### config.mk
export PLATFORM = sky130hd
export DESIGN_NAME = lruc_ram
export DESIGN_NICKNAME = d
export VERILOG_FILES = /design/src/rtl/lruc_ram.sv
export SDC_FILE = /design/constraint.sdc
export NUM_CORES = 1
export LEC_CHECK = 0
export BUFFER_PORTS_ARGS = -buffer_cell sky130_fd_sc_hd__buf_2
export CAP_MARGIN = 10
export CORE_MARGIN = 5
export CORE_UTILIZATION = 55
export CTS_BUF_LIST = sky130_fd_sc_hd__clkbuf_16
export DETAILED_ROUTE_END_ITERATION = 7
export PLACE_DENSITY = 0.72
export SYNTH_ARGS = -nofsm -noshare
export SYNTH_HDL_FRONTEND = slang
export SYNTH_SLANG_ARGS = --single-unit
### constraint.sdc
create_clock -name aclk -period 2.3 [get_ports aclk]
set_clock_uncertainty 0.05 [all_clocks]
set_input_delay 0.23 -clock aclk [delete_from_list [all_inputs] [get_ports aclk]]
set_output_delay 0.23 -clock aclk [all_outputs]
set_load 0.03 [all_outputs]
### src/rtl/lruc_ram.sv
// ---------------------------------------------------------------------------
// lruc_ram
// Generic simple dual-port RAM: one write port, one registered read port.
// ---------------------------------------------------------------------------
module lruc_ram #(
    parameter int WIDTH = 8,
    parameter int DEPTH = 16
) (
    input  logic                     aclk,
    input  logic                     we,
    input  logic [$clog2(DEPTH)-1:0] waddr,
    input  logic [WIDTH-1:0]         wdata,
    input  logic [$clog2(DEPTH)-1:0] raddr,
    output logic [WIDTH-1:0]         rdata
);

    logic [WIDTH-1:0] mem [DEPTH];

    always_ff @(posedge aclk) begin
        if (we) begin
            mem[waddr] <= wdata;
        end
        rdata <= mem[raddr];
    end

endmodule

==> results.md <==
- Overflow left after global routing: 0
- Routed wire length: 9562 um
- Height of the chip: 106.7 um
- Worst hold path type: input port to flop
- Max-cap violation count: 0
- Slew at the pin with the worst max-slew slack: 0.7416 ns
- Total track usage: 18.67%
- Pre-CTS setup slack: 0.4770 ns
- Setup TNS: 0 ns
- Largest area contributor in the netlist: sky130_fd_sc_hd__edfxtp_1
- Clock-pin transition on the worst setup and hold timing paths: 0.06 ns
- Initial antenna violation count: 0
- Static leakage: 2.083 nW
- Worst setup SP type: flop
- Port-buffer cells: 25
- Total number of vias: 2,452
- Number of distinct standard cells referenced by the synthesized netlist: 19
- Number of flip-flops and latches in the synthesized netlist: 136
- Synth Flop Type: sky130_fd_sc_hd__edfxtp_1
- Number of buffers inserted by post-CTS setup repair: 0
- Final HPWL from detailed placement: 6041 um
- FMAX: 0.6884 GHz
- Post-Syn Area: 5147 um^2
- Crit path capture type: flop
- Vias in the first global route: 2,571
- Setup violations, final: 0
- Crit path setup slack, layout: 0.8473 ns
- Top cells by area, synth: sky130_fd_sc_hd__edfxtp_1, sky130_fd_sc_hd__mux4_2, sky130_fd_sc_hd__mux4_1
- DRC marker count from the first detailed-route iteration: 176
- DRC violations left: 0
- Average vias per placed instance: 6.010
- Avg Cell Area, Syn: 22.48 um^2
- Multi-input gate area in the final layout: 1057 um^2
- Layout area overhead: 17.99%
- Gpl congestion: 0.7162
- Final routed wire length divided by cell count: 23.44 um
- Number of nets produced by synthesis: 247
- Post-cts gate resize count: 0
- Cell area power density: 931.7 nW/um^2
- Remaining antenna violation count: 0
- Number of H-tree branching levels: 4
- Final cell count without fillers: 408
- Arrival @ worst endpoint: 1.69 ns
- Peak supply drop: 0.6664 mV
- Layout Nets: 302
- Post-CTS Hold Fix Bufs: 0
- Num ports: 26
- Period minus WS final: 1.453 ns
- Number of buffers created by CTS: 17
- Final Slew Violations: 0
- Clock tree sinks: 136
- Proportion of netlist area held by the largest area contributor: 74.67%
- Number of synthesized flops with an enable pin: 128
- RSZ-0062 raised after global routing: no
- Max Buffers Root-to-Sink: 2
- Number of diodes: 0
- Die ar.: 11,390 um^2
- Share of the clock period used by the worst path after layout: 63.16%
- Global-route wire length before repair: 15,240 um
- Required time at the endpoint of the critical path: 2.54 ns
- TritonCTS clock tree: built
- Proportion of layout cells with a drive suffix above 1: 32.32%
- Filler Cell Count: 601
- Initial core utilization: 55.97%
- Worst slew margin: 50.38%
- Sequential cell area in the final layout: 4004 um^2
- Most used standard cells in the synthesized netlist: sky130_fd_sc_hd__edfxtp_1, sky130_fd_sc_hd__mux4_2, sky130_fd_sc_hd__a22oi_1
- Largest driver fanout on the critical path: 1
- Seq/Total Area, Yosys: 77.78%
- Pin count of the biggest net entering global routing: 33
- Clk root buf: sky130_fd_sc_hd__clkbuf_16
- Area inside the core boundary: 9196 um^2
- Post-synth ARST share: 0%
- Critical path class: flop to flop
- Yosys warns: 0
- Synthesized instance count: 229
- Result of the run: finished clean
- Final hold vios: 0
- Detailed-router iteration count before antenna repair: 4
- Site Rows: 35
- Utilization after layout: 66.04%
- DP Cell Count: 376
- DIE WIDTH: 106.7 um
- Most common cell in the netlist: sky130_fd_sc_hd__edfxtp_1
- Worst-Skew Late Latency: 0.41 ns
-- kinds of logic (layout without fill, tap and decap cells) --
group                  Yosys count  after routing  share of synthesized area (%)
flip-flops                     136            136                          77.78
buffers and inverters           10             78                          1.677
AO/OA/AOI/OAI                   16             16                          2.334
multiplexers                    32             32                          15.02
AND/OR/NAND/NOR                 35             35                          3.184
-- cells in the final DEF (no fill, tap or decap), types with 8 or more instances in the layout --
cell | netlist | layout
sky130_fd_sc_hd__a22oi_1 | 16 | 16
sky130_fd_sc_hd__buf_2 | 3 | 25
sky130_fd_sc_hd__buf_4 | 1 | 20
sky130_fd_sc_hd__clkbuf_16 | 0 | 17
sky130_fd_sc_hd__dfxtp_1 | 8 | 8
sky130_fd_sc_hd__edfxtp_1 | 128 | 128
sky130_fd_sc_hd__mux4_1 | 14 | 14
sky130_fd_sc_hd__mux4_2 | 18 | 18
sky130_fd_sc_hd__nand2_1 | 9 | 9
sky130_fd_sc_hd__nor2_1 | 13 | 13
-- stage by stage --
| stage | hold slack (ns) | power, mW | cell area (um^2) |
|---|---|---|---|
| 2_1_floorplan | 0.2789 | 3.008 | 5147 |
| 3_3_place_gp | 0.5630 | 3.116 | 5495 |
| 3_5_place_dp | 0.5802 | 3.127 | 5495 |
| 4_1_cts | 0.1446 | 5.705 | 6073 |
| 5_1_grt | 0.1584 | 5.858 | 6073 |
| 6_report | 0.1485 | 5.659 | 6073 |
-- path summary, 6_finish.rpt --
path                        startpoint                   to  slack (ns)  cells past startpoint
hold reg to reg   mem[11][2]$_DFFE_PP_     rdata[2]$_DFF_P_        0.62                      3
hold / removal                wdata[1]  mem[7][1]$_DFFE_PP_        0.15                      1
setup / recovery   mem[1][2]$_DFFE_PP_     rdata[2]$_DFF_P_        0.85                      3
setup reg to reg   mem[1][2]$_DFFE_PP_     rdata[2]$_DFF_P_        0.85                      3
-- metal layers --
metal,share of wire (%),vias to the layer above,track usage [%]
met3,7.1,11,4.515
met5,0,-,0
met4,1.4,0,6.941
met1,43,1255,25.98
li1,-,1086,-
met2,48,100,29.05
-- sequential cells by signal, summed over array words and instances, names as in the netlist --
signal and count:
mem 128, rdata 8
-- critical path, stage by stage, from the launching register on --
cell                       delay [ns]
sky130_fd_sc_hd__edfxtp_1        0.34
sky130_fd_sc_hd__mux4_1          0.52
sky130_fd_sc_hd__a22oi_1         0.33
sky130_fd_sc_hd__nand2_1         0.08
-- report_power, final --
group	total, mW	internal (mW)	switching, mW
clock network	2.59	1.59	0.994
registers	2.79	2.77	0.0147
logic	0.285	0.111	0.174
-- area by class of cell --
type,instances,share of cell area [%]
flip-flops and latches,136,65.93
multi-input cells,83,17.41
clock buffers,17,7.005
repair buffers,46,4.862
clock inverters,15,2.513
well taps,111,2.287
(Power assumes the default switching activity.)
